===== config.mk =====
export PLATFORM = sky130hd
export DESIGN_NAME = deadlock_detection_graph_reduction_core
export DESIGN_NICKNAME = d
export VERILOG_FILES = /design/src/rtl/ddgr_pkg.sv /design/src/rtl/ddgr_ram.sv /design/src/rtl/deadlock_detection_graph_reduction_core.sv
export SDC_FILE = /design/constraint.sdc
export NUM_CORES = 1
export LEC_CHECK = 0
export BUFFER_PORTS_ARGS = -buffer_cell sky130_fd_sc_hd__buf_2
export CELL_PAD_IN_SITES_DETAIL_PLACEMENT = 0
export CELL_PAD_IN_SITES_GLOBAL_PLACEMENT = 1
export CORE_ASPECT_RATIO = 0.9
export CORE_MARGIN = 4
export CORE_UTILIZATION = 45
export DETAILED_ROUTE_END_ITERATION = 10
export PLACE_DENSITY = 0.74
export RECOVER_POWER = 100
export SLEW_MARGIN = 20
export SYNTH_ARGS = -nofsm -noshare
export SYNTH_HDL_FRONTEND = slang
export SYNTH_HIERARCHICAL = 1
export SYNTH_SLANG_ARGS = --single-unit

===== constraint.sdc =====
create_clock -name clock -period 6.7 [get_ports clock]
set_clock_uncertainty 0.15 [all_clocks]
set_input_delay 0.335 -clock clock [delete_from_list [all_inputs] [get_ports clock]]
set_output_delay 0.335 -clock clock [all_outputs]
set_load 0.1 [all_outputs]

===== src/rtl/ddgr_pkg.sv =====
package ddgr_pkg;

   // value width of every unit count
   localparam int VAL_W = 16;
   localparam logic [VAL_W-1:0] VAL_MAX = {VAL_W{1'b1}};

   // command codes
   localparam logic [1:0] CMD_LOAD_PROC  = 2'd0;
   localparam logic [1:0] CMD_LOAD_AVAIL = 2'd1;
   localparam logic [1:0] CMD_START      = 2'd2;

   // status codes
   localparam logic [1:0] STATUS_REDUCED  = 2'd0;
   localparam logic [1:0] STATUS_SAFE     = 2'd1;
   localparam logic [1:0] STATUS_DEADLOCK = 2'd2;

   typedef struct packed {
      logic [1:0]       cmd;
      logic [2:0]       proc_index;
      logic [1:0]       res_index;
      logic [VAL_W-1:0] alloc_value;
      logic [VAL_W-1:0] req_value;
      logic [VAL_W-1:0] avail_value;
   } req_payload_type;

   typedef struct packed {
      logic [1:0] status;
      logic [2:0] finished_proc;
      logic [3:0] finished_count;
      logic       last;
   } rsp_payload_type;

   // one memory word: allocation and request of one process for one type
   typedef struct packed {
      logic [VAL_W-1:0] alloc;
      logic [VAL_W-1:0] request;
   } entry_type;

   typedef enum logic [2:0] {
      ST_CLEAR,
      ST_IDLE,
      ST_SCAN_RD,
      ST_SCAN_CMP,
      ST_ADD_RD,
      ST_ADD_WR
   } state_type;

endpackage


===== src/rtl/ddgr_ram.sv =====
module ddgr_ram #(
   parameter int WIDTH = 32,
   parameter int DEPTH = 32
) (
   input  logic                                   clock,
   input  logic                                   wr_en,
   input  logic [(DEPTH > 1 ? $clog2(DEPTH) : 1)-1:0] wr_addr,
   input  logic [WIDTH-1:0]                       wr_data,
   input  logic [(DEPTH > 1 ? $clog2(DEPTH) : 1)-1:0] rd_addr,
   output logic [WIDTH-1:0]                       rd_data
);

   logic [WIDTH-1:0] mem_ff [DEPTH];
   logic [WIDTH-1:0] rd_data_ff;

   // one write port, one registered read port
   always_ff @(posedge clock) begin
      if (wr_en) begin
         mem_ff[wr_addr] <= wr_data;
      end
      rd_data_ff <= mem_ff[rd_addr];
   end

   assign rd_data = rd_data_ff;

endmodule


===== src/rtl/deadlock_detection_graph_reduction_core.sv =====
// channel   ports                        direction  beat accepted when
// request   start, busy, req_data        in         start && !busy
// result    rsp_strobe, rsp_data         out        rsp_strobe (one cycle, no stall)
//
// a load beat is taken in ST_IDLE; busy stays low and the next beat may follow at once
// after reset a clearing pass zeroes all NUM_PROCS*NUM_RES words of the entry memory
// a run reads then compares each resource of an unfinished process until a miss,
// skips finished processes in the read state, and reads then writes each resource
// per reduction, paced by the one entry-RAM read port; busy is high for the whole run
// results are strobed for one cycle each and the receiver cannot stall them
module deadlock_detection_graph_reduction_core #(
   parameter int NUM_PROCS = 8,
   parameter int NUM_RES   = 4
) (
   input  logic                     clock,
   input  logic                     reset,
   input  logic                     start,
   output logic                     busy,
   input  ddgr_pkg::req_payload_type req_data,
   output logic                     rsp_strobe,
   output ddgr_pkg::rsp_payload_type rsp_data
);

   localparam int DEPTH = NUM_PROCS * NUM_RES;
   localparam int AW    = DEPTH > 1 ? $clog2(DEPTH) : 1;
   localparam int PW    = NUM_PROCS > 1 ? $clog2(NUM_PROCS) : 1;
   localparam int RW    = NUM_RES > 1 ? $clog2(NUM_RES) : 1;
   localparam int CW    = $clog2(NUM_PROCS + 1);
   localparam int VW    = ddgr_pkg::VAL_W;
   localparam int EW    = $bits(ddgr_pkg::entry_type);

   ddgr_pkg::state_type state_ff, state_in;

   logic [AW-1:0]  clr_addr_ff, clr_addr_in;
   logic [PW-1:0]  p_ff, p_in;
   logic [RW-1:0]  j_ff, j_in;
   logic [CW-1:0]  count_ff, count_in;
   logic [VW-1:0]  avail_ff [NUM_RES];
   logic [VW-1:0]  avail_in [NUM_RES];
   logic [VW-1:0]  work_ff [NUM_RES];
   logic [VW-1:0]  work_in [NUM_RES];
   logic [NUM_PROCS-1:0] finish_ff, finish_in;
   logic           rsp_strobe_ff, rsp_strobe_in;
   ddgr_pkg::rsp_payload_type rsp_data_ff, rsp_data_in;

   logic                  ram_wr_en;
   logic [AW-1:0]         ram_wr_addr;
   ddgr_pkg::entry_type   ram_wr_data;
   logic [AW-1:0]         ram_rd_addr;
   logic [EW-1:0]         ram_rd_raw;
   ddgr_pkg::entry_type   ram_rd_data;

   logic           last_p;
   logic           last_j;
   logic           last_clr;
   logic           req_miss;
   logic [VW:0]    sum;
   logic [VW-1:0]  sum_sat;
   logic           accept;
   logic           load_ok;

   // entry memory, allocation and request side by side
   ddgr_ram #(
      .WIDTH(EW),
      .DEPTH(DEPTH)
   ) u_entry_ram (
      .clock  (clock),
      .wr_en  (ram_wr_en),
      .wr_addr(ram_wr_addr),
      .wr_data(EW'(ram_wr_data)),
      .rd_addr(ram_rd_addr),
      .rd_data(ram_rd_raw)
   );

   assign ram_rd_data = ddgr_pkg::entry_type'(ram_rd_raw);

   // shared conditions
   assign accept   = start && !busy;
   assign last_p   = p_ff == PW'(NUM_PROCS - 1);
   assign last_j   = j_ff == RW'(NUM_RES - 1);
   assign last_clr = clr_addr_ff == AW'(DEPTH - 1);
   assign req_miss = ram_rd_data.request > work_ff[j_ff];
   assign sum      = {1'b0, work_ff[j_ff]} + {1'b0, ram_rd_data.alloc};
   assign sum_sat  = sum[VW] ? ddgr_pkg::VAL_MAX : sum[VW-1:0];
   assign load_ok  = (32'(req_data.proc_index) < NUM_PROCS) &&
                     (32'(req_data.res_index) < NUM_RES);
   assign ram_rd_addr = AW'(32'(p_ff) * NUM_RES + 32'(j_ff));

   // next state
   always_comb begin
      state_in = state_ff;
      unique case (state_ff)
         ddgr_pkg::ST_CLEAR: begin
            if (last_clr) state_in = ddgr_pkg::ST_IDLE;
         end
         ddgr_pkg::ST_IDLE: begin
            if (accept && req_data.cmd == ddgr_pkg::CMD_START) begin
               state_in = ddgr_pkg::ST_SCAN_RD;
            end
         end
         ddgr_pkg::ST_SCAN_RD: begin
            if (finish_ff[p_ff]) begin
               if (last_p) state_in = ddgr_pkg::ST_IDLE;
            end else begin
               state_in = ddgr_pkg::ST_SCAN_CMP;
            end
         end
         ddgr_pkg::ST_SCAN_CMP: begin
            if (req_miss) begin
               state_in = last_p ? ddgr_pkg::ST_IDLE : ddgr_pkg::ST_SCAN_RD;
            end else begin
               state_in = last_j ? ddgr_pkg::ST_ADD_RD : ddgr_pkg::ST_SCAN_RD;
            end
         end
         ddgr_pkg::ST_ADD_RD: begin
            state_in = ddgr_pkg::ST_ADD_WR;
         end
         ddgr_pkg::ST_ADD_WR: begin
            state_in = last_j ? ddgr_pkg::ST_SCAN_RD : ddgr_pkg::ST_ADD_RD;
         end
         default: begin
            state_in = ddgr_pkg::ST_IDLE;
         end
      endcase
   end

   // datapath and outputs
   always_comb begin
      clr_addr_in   = clr_addr_ff;
      p_in          = p_ff;
      j_in          = j_ff;
      count_in      = count_ff;
      avail_in      = avail_ff;
      work_in       = work_ff;
      finish_in     = finish_ff;
      rsp_strobe_in = 1'b0;
      rsp_data_in   = rsp_data_ff;
      ram_wr_en     = 1'b0;
      ram_wr_addr   = AW'(32'(req_data.proc_index) * NUM_RES + 32'(req_data.res_index));
      ram_wr_data.alloc   = req_data.alloc_value;
      ram_wr_data.request = req_data.req_value;

      // final status beat of a run
      if (((state_ff == ddgr_pkg::ST_SCAN_RD) && finish_ff[p_ff] && last_p) ||
          ((state_ff == ddgr_pkg::ST_SCAN_CMP) && req_miss && last_p)) begin
         rsp_strobe_in              = 1'b1;
         rsp_data_in.status         = (count_ff == CW'(NUM_PROCS)) ?
                                      ddgr_pkg::STATUS_SAFE : ddgr_pkg::STATUS_DEADLOCK;
         rsp_data_in.finished_proc  = 3'd0;
         rsp_data_in.finished_count = 4'(count_ff);
         rsp_data_in.last           = 1'b1;
      end

      unique case (state_ff)
         ddgr_pkg::ST_CLEAR: begin
            ram_wr_en   = 1'b1;
            ram_wr_addr = clr_addr_ff;
            ram_wr_data = '0;
            clr_addr_in = clr_addr_ff + AW'(1);
         end
         ddgr_pkg::ST_IDLE: begin
            if (accept) begin
               unique case (req_data.cmd)
                  ddgr_pkg::CMD_LOAD_PROC: begin
                     ram_wr_en = load_ok;
                  end
                  ddgr_pkg::CMD_LOAD_AVAIL: begin
                     if (32'(req_data.res_index) < NUM_RES) begin
                        avail_in[RW'(req_data.res_index)] = req_data.avail_value;
                     end
                  end
                  ddgr_pkg::CMD_START: begin
                     work_in   = avail_ff;
                     finish_in = '0;
                     count_in  = '0;
                     p_in      = '0;
                     j_in      = '0;
                  end
                  default: begin
                  end
               endcase
            end
         end
         ddgr_pkg::ST_SCAN_RD: begin
            // skip processes already reduced
            if (finish_ff[p_ff] && !last_p) p_in = p_ff + PW'(1);
         end
         ddgr_pkg::ST_SCAN_CMP: begin
            if (req_miss) begin
               j_in = '0;
               if (!last_p) p_in = p_ff + PW'(1);
            end else begin
               j_in = last_j ? '0 : j_ff + RW'(1);
            end
         end
         ddgr_pkg::ST_ADD_RD: begin
         end
         ddgr_pkg::ST_ADD_WR: begin
            // release the process's allocation into work
            work_in[j_ff] = sum_sat;
            if (last_j) begin
               j_in                       = '0;
               p_in                       = '0;
               finish_in[p_ff]            = 1'b1;
               count_in                   = count_ff + CW'(1);
               rsp_strobe_in              = 1'b1;
               rsp_data_in.status         = ddgr_pkg::STATUS_REDUCED;
               rsp_data_in.finished_proc  = 3'(p_ff);
               rsp_data_in.finished_count = 4'(count_ff + CW'(1));
               rsp_data_in.last           = 1'b0;
            end else begin
               j_in = j_ff + RW'(1);
            end
         end
         default: begin
         end
      endcase
   end

   // control registers
   always_ff @(posedge clock) begin
      if (reset) begin
         state_ff      <= ddgr_pkg::ST_CLEAR;
         clr_addr_ff   <= '0;
         p_ff          <= '0;
         j_ff          <= '0;
         count_ff      <= '0;
         finish_ff     <= '0;
         rsp_strobe_ff <= 1'b0;
         for (int i = 0; i < NUM_RES; i++) begin
            avail_ff[i] <= '0;
            work_ff[i]  <= '0;
         end
      end else begin
         state_ff      <= state_in;
         clr_addr_ff   <= clr_addr_in;
         p_ff          <= p_in;
         j_ff          <= j_in;
         count_ff      <= count_in;
         finish_ff     <= finish_in;
         rsp_strobe_ff <= rsp_strobe_in;
         avail_ff      <= avail_in;
         work_ff       <= work_in;
      end
   end

   // result payload
   always_ff @(posedge clock) begin
      rsp_data_ff <= rsp_data_in;
   end

   assign busy       = state_ff != ddgr_pkg::ST_IDLE;
   assign rsp_strobe = rsp_strobe_ff;
   assign rsp_data   = rsp_data_ff;

endmodule

# Word level (Yosys, flattened, before mapping)
# Memory sizes are Yosys's and may differ from the RTL's. A register that Yosys moved wholly into a read port is not among the register bits.
# Cells that the tools add are included.
# op_classes
add_sub_neg,7
magnitude_cmp,7
n_eq_ne,21
mux,60
bitwise_logic,3
n_reduce_logical,24
# ops
op,n
$bwmux 64,2
$mux 64,2
$pmux 64 s2,1
$mux 16,5
$demux 16 s2,2
$mux 3,13
$bmux 16 s2,1
$mux 32,1
$mux 10,3
$mux 8,3
$pmux 3 s6,1
$add 16x16->17,1
$gt 16x16->1,1
$pmux 8 s2,1
$ne 2x2->1 const B,7
$mux 2,6
$mux 4,3
$pmux 3 s4,1
$reduce_and 3->1,4
$add 5x2->5,2
$logic_and 1x1->1,10
$eq 3x3->1 const B,3
$mux 1,9
$or 8x8->8,1
other kinds (33),39
# totals
register_bits,164
mem_bits_rw,1024
in_bits,58
out_inout_bits,12
word_cells,142
memories,1
# mem_list
name,words,word_bits,rd,rd_ports_with_merged_regs,wr,line,text
u_entry_ram.mem_ff,32,32,1,1,1,ddgr_ram.sv:13,logic [WIDTH-1:0] mem_ff [DEPTH];

# Logic depth before layout (Yosys ltp)
# logic_depth
word_depth,11
mapped_depth,13
ltp_nobuf,10

# By module
# The synthesis kept the hierarchy.
# by_module_without_submodules
module,n_inst,cells_each,area_per_inst_um2,seq_area_each_um2
ddgr_ram,1,2260,40492.6,31390.1
deadlock_detection_graph_reduction_core,1,1066,8770.9,3283.1

# Worst setup path after synthesis
# Ideal clock, no wire load.
# synth_timing
path_type,register -> register
startpoint,reg state_ff[2]
endpoint,mem u_entry_ram.mem_ff[12][0] (enable)
setup_time_ps,421
t_arrival_ps,3649
t_required_ps,6129
setup_slack_ps,2480
stages_incl_launch_ff,9
n_path_buf,4
synth_period_minus_slack_ps,4220
cell_sequence,dfxtp_1 -> buf_2 -> clkbuf_1 -> nor3_2 -> buf_2 -> mux2_2 -> or3b_2 -> clkbuf_1 -> nor2_1
# synth_via
word_cells_on_any_way,10
cone_classes,eq/ne (2); mux (5); reduce/logical (3)
# synth_lines
element,line,text
start: declaration,deadlock_detection_graph_reduction_core.sv:32,"ddgr_pkg::state_type state_ff, state_in;"
start signal: assignment,deadlock_detection_graph_reduction_core.sv:223,state_ff <= ddgr_pkg::ST_CLEAR;
start signal: assignment,deadlock_detection_graph_reduction_core.sv:235,state_ff <= state_in;
$logic_not 3->1,deadlock_detection_graph_reduction_core.sv:154,unique case (state_ff)
$mux 5,deadlock_detection_graph_reduction_core.sv:154,
via ram_wr_addr[1],deadlock_detection_graph_reduction_core.sv:47,logic [AW-1:0] ram_wr_addr;
end: declaration,ddgr_ram.sv:13,
# The timed path passes the listed nets, and every way through them passes these cells.

# Final worst setup path
# layout_timing
startpoint,reg state_ff[2]
endpoint,mem u_entry_ram.mem_ff[15][22] (enable)
# layout_via
elab_chain_len,7
word_cells_on_any_way,10
cone_classes,eq/ne (2); mux (5); reduce/logical (3)
# layout_rtl
element,line,text
$ne 3x1->1,deadlock_detection_graph_reduction_core.sv:252,assign busy = state_ff != ddgr_pkg::ST_IDLE;
$logic_not 1->1,deadlock_detection_graph_reduction_core.sv:78,assign accept = start && !busy;
$logic_and 1x1->1,deadlock_detection_graph_reduction_core.sv:78,
$mux 1,deadlock_detection_graph_reduction_core.sv:162,if (accept) begin
$pmux 1 s2 *,deadlock_detection_graph_reduction_core.sv:154,
via ram_wr_en,deadlock_detection_graph_reduction_core.sv:46,logic ram_wr_en;
$mux 1 *,ddgr_ram.sv:18,if (wr_en) begin
$mux 1 (implied by the code) *,ddgr_ram.sv:19,mem_ff[wr_addr] <= wr_data;
# The timed path passes the listed nets; every way through them passes the cells marked *.

==> metrics.txt <==
status complete, but fails checks; failing checks capacitance limit, slew limit; Total Nets Final 3,524; Gate power share 2.4%; pwr dens 274 nW/um2; vias per cell 5.80; Rel. slew slack -110%; # port buffers 69; crit start category register; I/O pins 70; gr usage total 22.0%; Clk pwr share 42.9%; FILL cells 9,044; #FFs+latches synth 1,220; first-pass GRT wire length 187,000 um; Worst Max-Slew Pin Slew 3.15 ns; TritonCTS Buffers 117; Psw 3.09 mW; top sig layer met4; die width 357 um; total iterations of the first detailed-routing run 7; die area 115,000 um2; post-synthesis sequential area ratio 70.4%; CP required 6.80 ns; M1 wire length 56,800 um; setup TNS 0 ns; initial antenna violation count 3; DRT iter0 DRCs 2,821; placeable core area 108,000 um2; synthesized instance count 3,326; ys async rst share 0%; Hold WC Path Type in -> reg; post-synth top area share 62.4%; row count 114; Final min period 5.41 ns; Max clock buf depth 3; Post-synth top flop edfxtp_1; Sw Ratio 20.5%; Post-Syn Nets 3,429; TritonCTS clock tree built; number of max-cap violations 41; Worst Setup End Kind register; Hold Violations, Final 0; Initial Utilization 45.6%; post-synthesis area per instance 14.8 um2; Clk Tree Root Cell clkbuf_16; vias after detailed routing 28,821; Yosys cell types 80; pin count of the biggest net entering global routing 121; fin crit share 80.8%; final non-filler cell total 4,971; Post-synth EDFFs 1,024; fmax 0.185 GHz; RePlAce Congestion 0.816; met2 WL 58,400 um; number of global-route vias before repair 27,538; Area contributors post-synth edfxtp_1, mux2i_1, dfxtp_1, nand2_1, a21oi_1; critical path class reg -> reg; netlist area before placement 49,300 um2; Setup Fix Bufs, Post-CTS 0; post-route antenna net violation count 0; drt wl/cell 26.0 um; clock latency on the worst-skew pair 0.70 ns; CTS clk-pin slew, worst paths 0.07 ns; DP Wirelength 76,900 um; Worst IR Drop VDD 0.000203 V; leakage 17.3 nW; worst path arrival time 5.51 ns; yosys synthesis warning count 6; Final Max Tran Viols 1,151; met3 WL 10,400 um; final wirelength 129,000 um; placed cell count 4,721; RSZ-0062 raised after global routing false; Internal 12.0 mW; # DRC 0; # setup viols final 0; Die Y 322 um; CTS Sinks 1,220; layout cell share with drive strength beyond 1 9.60%; H-tree depth 3; post-synth top area cell edfxtp_1; critical path peak fanout 32; Area Growth Syn to Fin 11.8%; Remaining Overflow, GRT 0; sequential share of power 54.7%
==> cell usage after synthesis, drive strengths merged (10+ instances only) <==
cell type  count
and3          10
nand3        116
edfxtp      1024
nor3          40
ha            44
nor2         180
mux2i        537
a211oi        27
a311oi        12
a21oi        190
a22o          64
nor2b         40
a31oi         56
inv           25
nand2        269
a22oi        116
clkbuf        91
mux4          16
buf          110
o21ai         40
dfxtp        196
==> final timing paths <==
path / startpoint / end / cells after the start / slack, ns
worst max-delay path: state_ff[2] / u_entry_ram/mem_ff[15][22] / 6 / 1.29
worst min register to register: avail_ff[16] / avail_ff[16] / 2 / 0.30
worst max register to register: state_ff[2] / u_entry_ram/mem_ff[15][22] / 6 / 1.29
worst min-delay path: start / j_ff[0] / 6 / 0.13
==> layout by cell type, fill, tap and decap left out, drive strengths merged, types with 9 or more instances in the layout <==
cell type and n:
dfxtp 196, mux2i 537, clkinv 35, a311oi 12
mux4 16, dlygate4sd3 31, a211oi 27, nor2 180
o21ai 40, nor3 40, nand3 116, ha 44
a31oi 56, a22oi 116, nor2b 40, and3 10
buf 100, inv 28, edfxtp 1024, clkbuf 212
a22o 64, nand2 269, nand3b 9, a21oi 190
==> sequential cells by signal, summed over array words and instances (netlist names) <==
name / flops
u_entry_ram/mem_ff: 1024
avail_ff: 64
work_ff: 64
u_entry_ram/rd_data: 32
rsp_data: 10
finish_ff: 8
clr_addr_ff: 5
count_ff: 4
p_ff: 3
state_ff: 3
j_ff: 2
rsp_strobe: 1
==> power groups by stage <==
stage	clock network (mW)	logic [mW]	registers [mW]
final	6.48	0.362	8.27
after global routing	6.91	0.391	8.27
after CTS	6.58	0.373	8.27
after global placement	0	0.353	8.43
after floorplan	0	0.194	8.39
after detailed placement	0	0.360	8.43
==> final cells by class <==
type	instances	area, um2	share of cell area, %
diodes	1	2.50	0.00454
clock buffers	166	3260	5.92
clock inverters	52	503	0.913
inverters	25	93.8	0.170
multi-input cells	1880	13500	24.6
flip-flops and latches	1220	34700	62.9
well taps	1450	1810	3.29
repair buffers	177	1210	2.21
==> stage by stage <==
step	cell area [um2]	util, %	setup WS, ns	hold WS (ns)	power, mW
after floorplan	49300	-	2.48	0.282	8.59
after global placement	51300	47.5	2.55	0.291	8.78
after detailed placement	51500	47.7	2.52	0.297	8.79
after CTS	55500	51.4	2.49	0.00816	15.2
after global routing	55100	51.0	1.07	0.139	15.6
final	55100	51.0	1.29	0.131	15.1
==> timing repair <==
| action | 4_1_cts | 5_1_grt |
|---|---|---|
| hold endpoints to repair | 175 | 129 |
| setup endpoints to repair | 0 | 0 |
| gates resized for setup | 0 | 0 |
| hold buffers | 25 | 6 |
==> worst max-delay path: stages, from the launching register on <==
cell and delay [ns]:
dfxtp_1 0.48, nor3_4 0.22, clkbuf_1 1.10, o21a_1 0.39, nand3_1 0.54, nor2_4 0.24, clkbuf_1 1.80
==> per-layer routing <==
layer,vias to the layer above,global-route usage [%]
met5,-,0
met4,0,5.82
met3,189,5.28
met2,1022,33.9
met1,14664,31.5
li1,12946,-
==> cells by family after synthesis <==
| family | after synthesis | share of synthesized area [%] |
|---|---|---|
| xor+xnor | 15 | 0.267 |
| fa+ha+maj | 45 | 1.16 |
| simple gates | 700 | 6.37 |
| flops | 1220 | 70.4 |
| mux | 558 | 11.8 |
| compound gates | 562 | 7.64 |
| buf+inv | 226 | 2.42 |
Note: power is estimated with default switching activity, not from simulation.
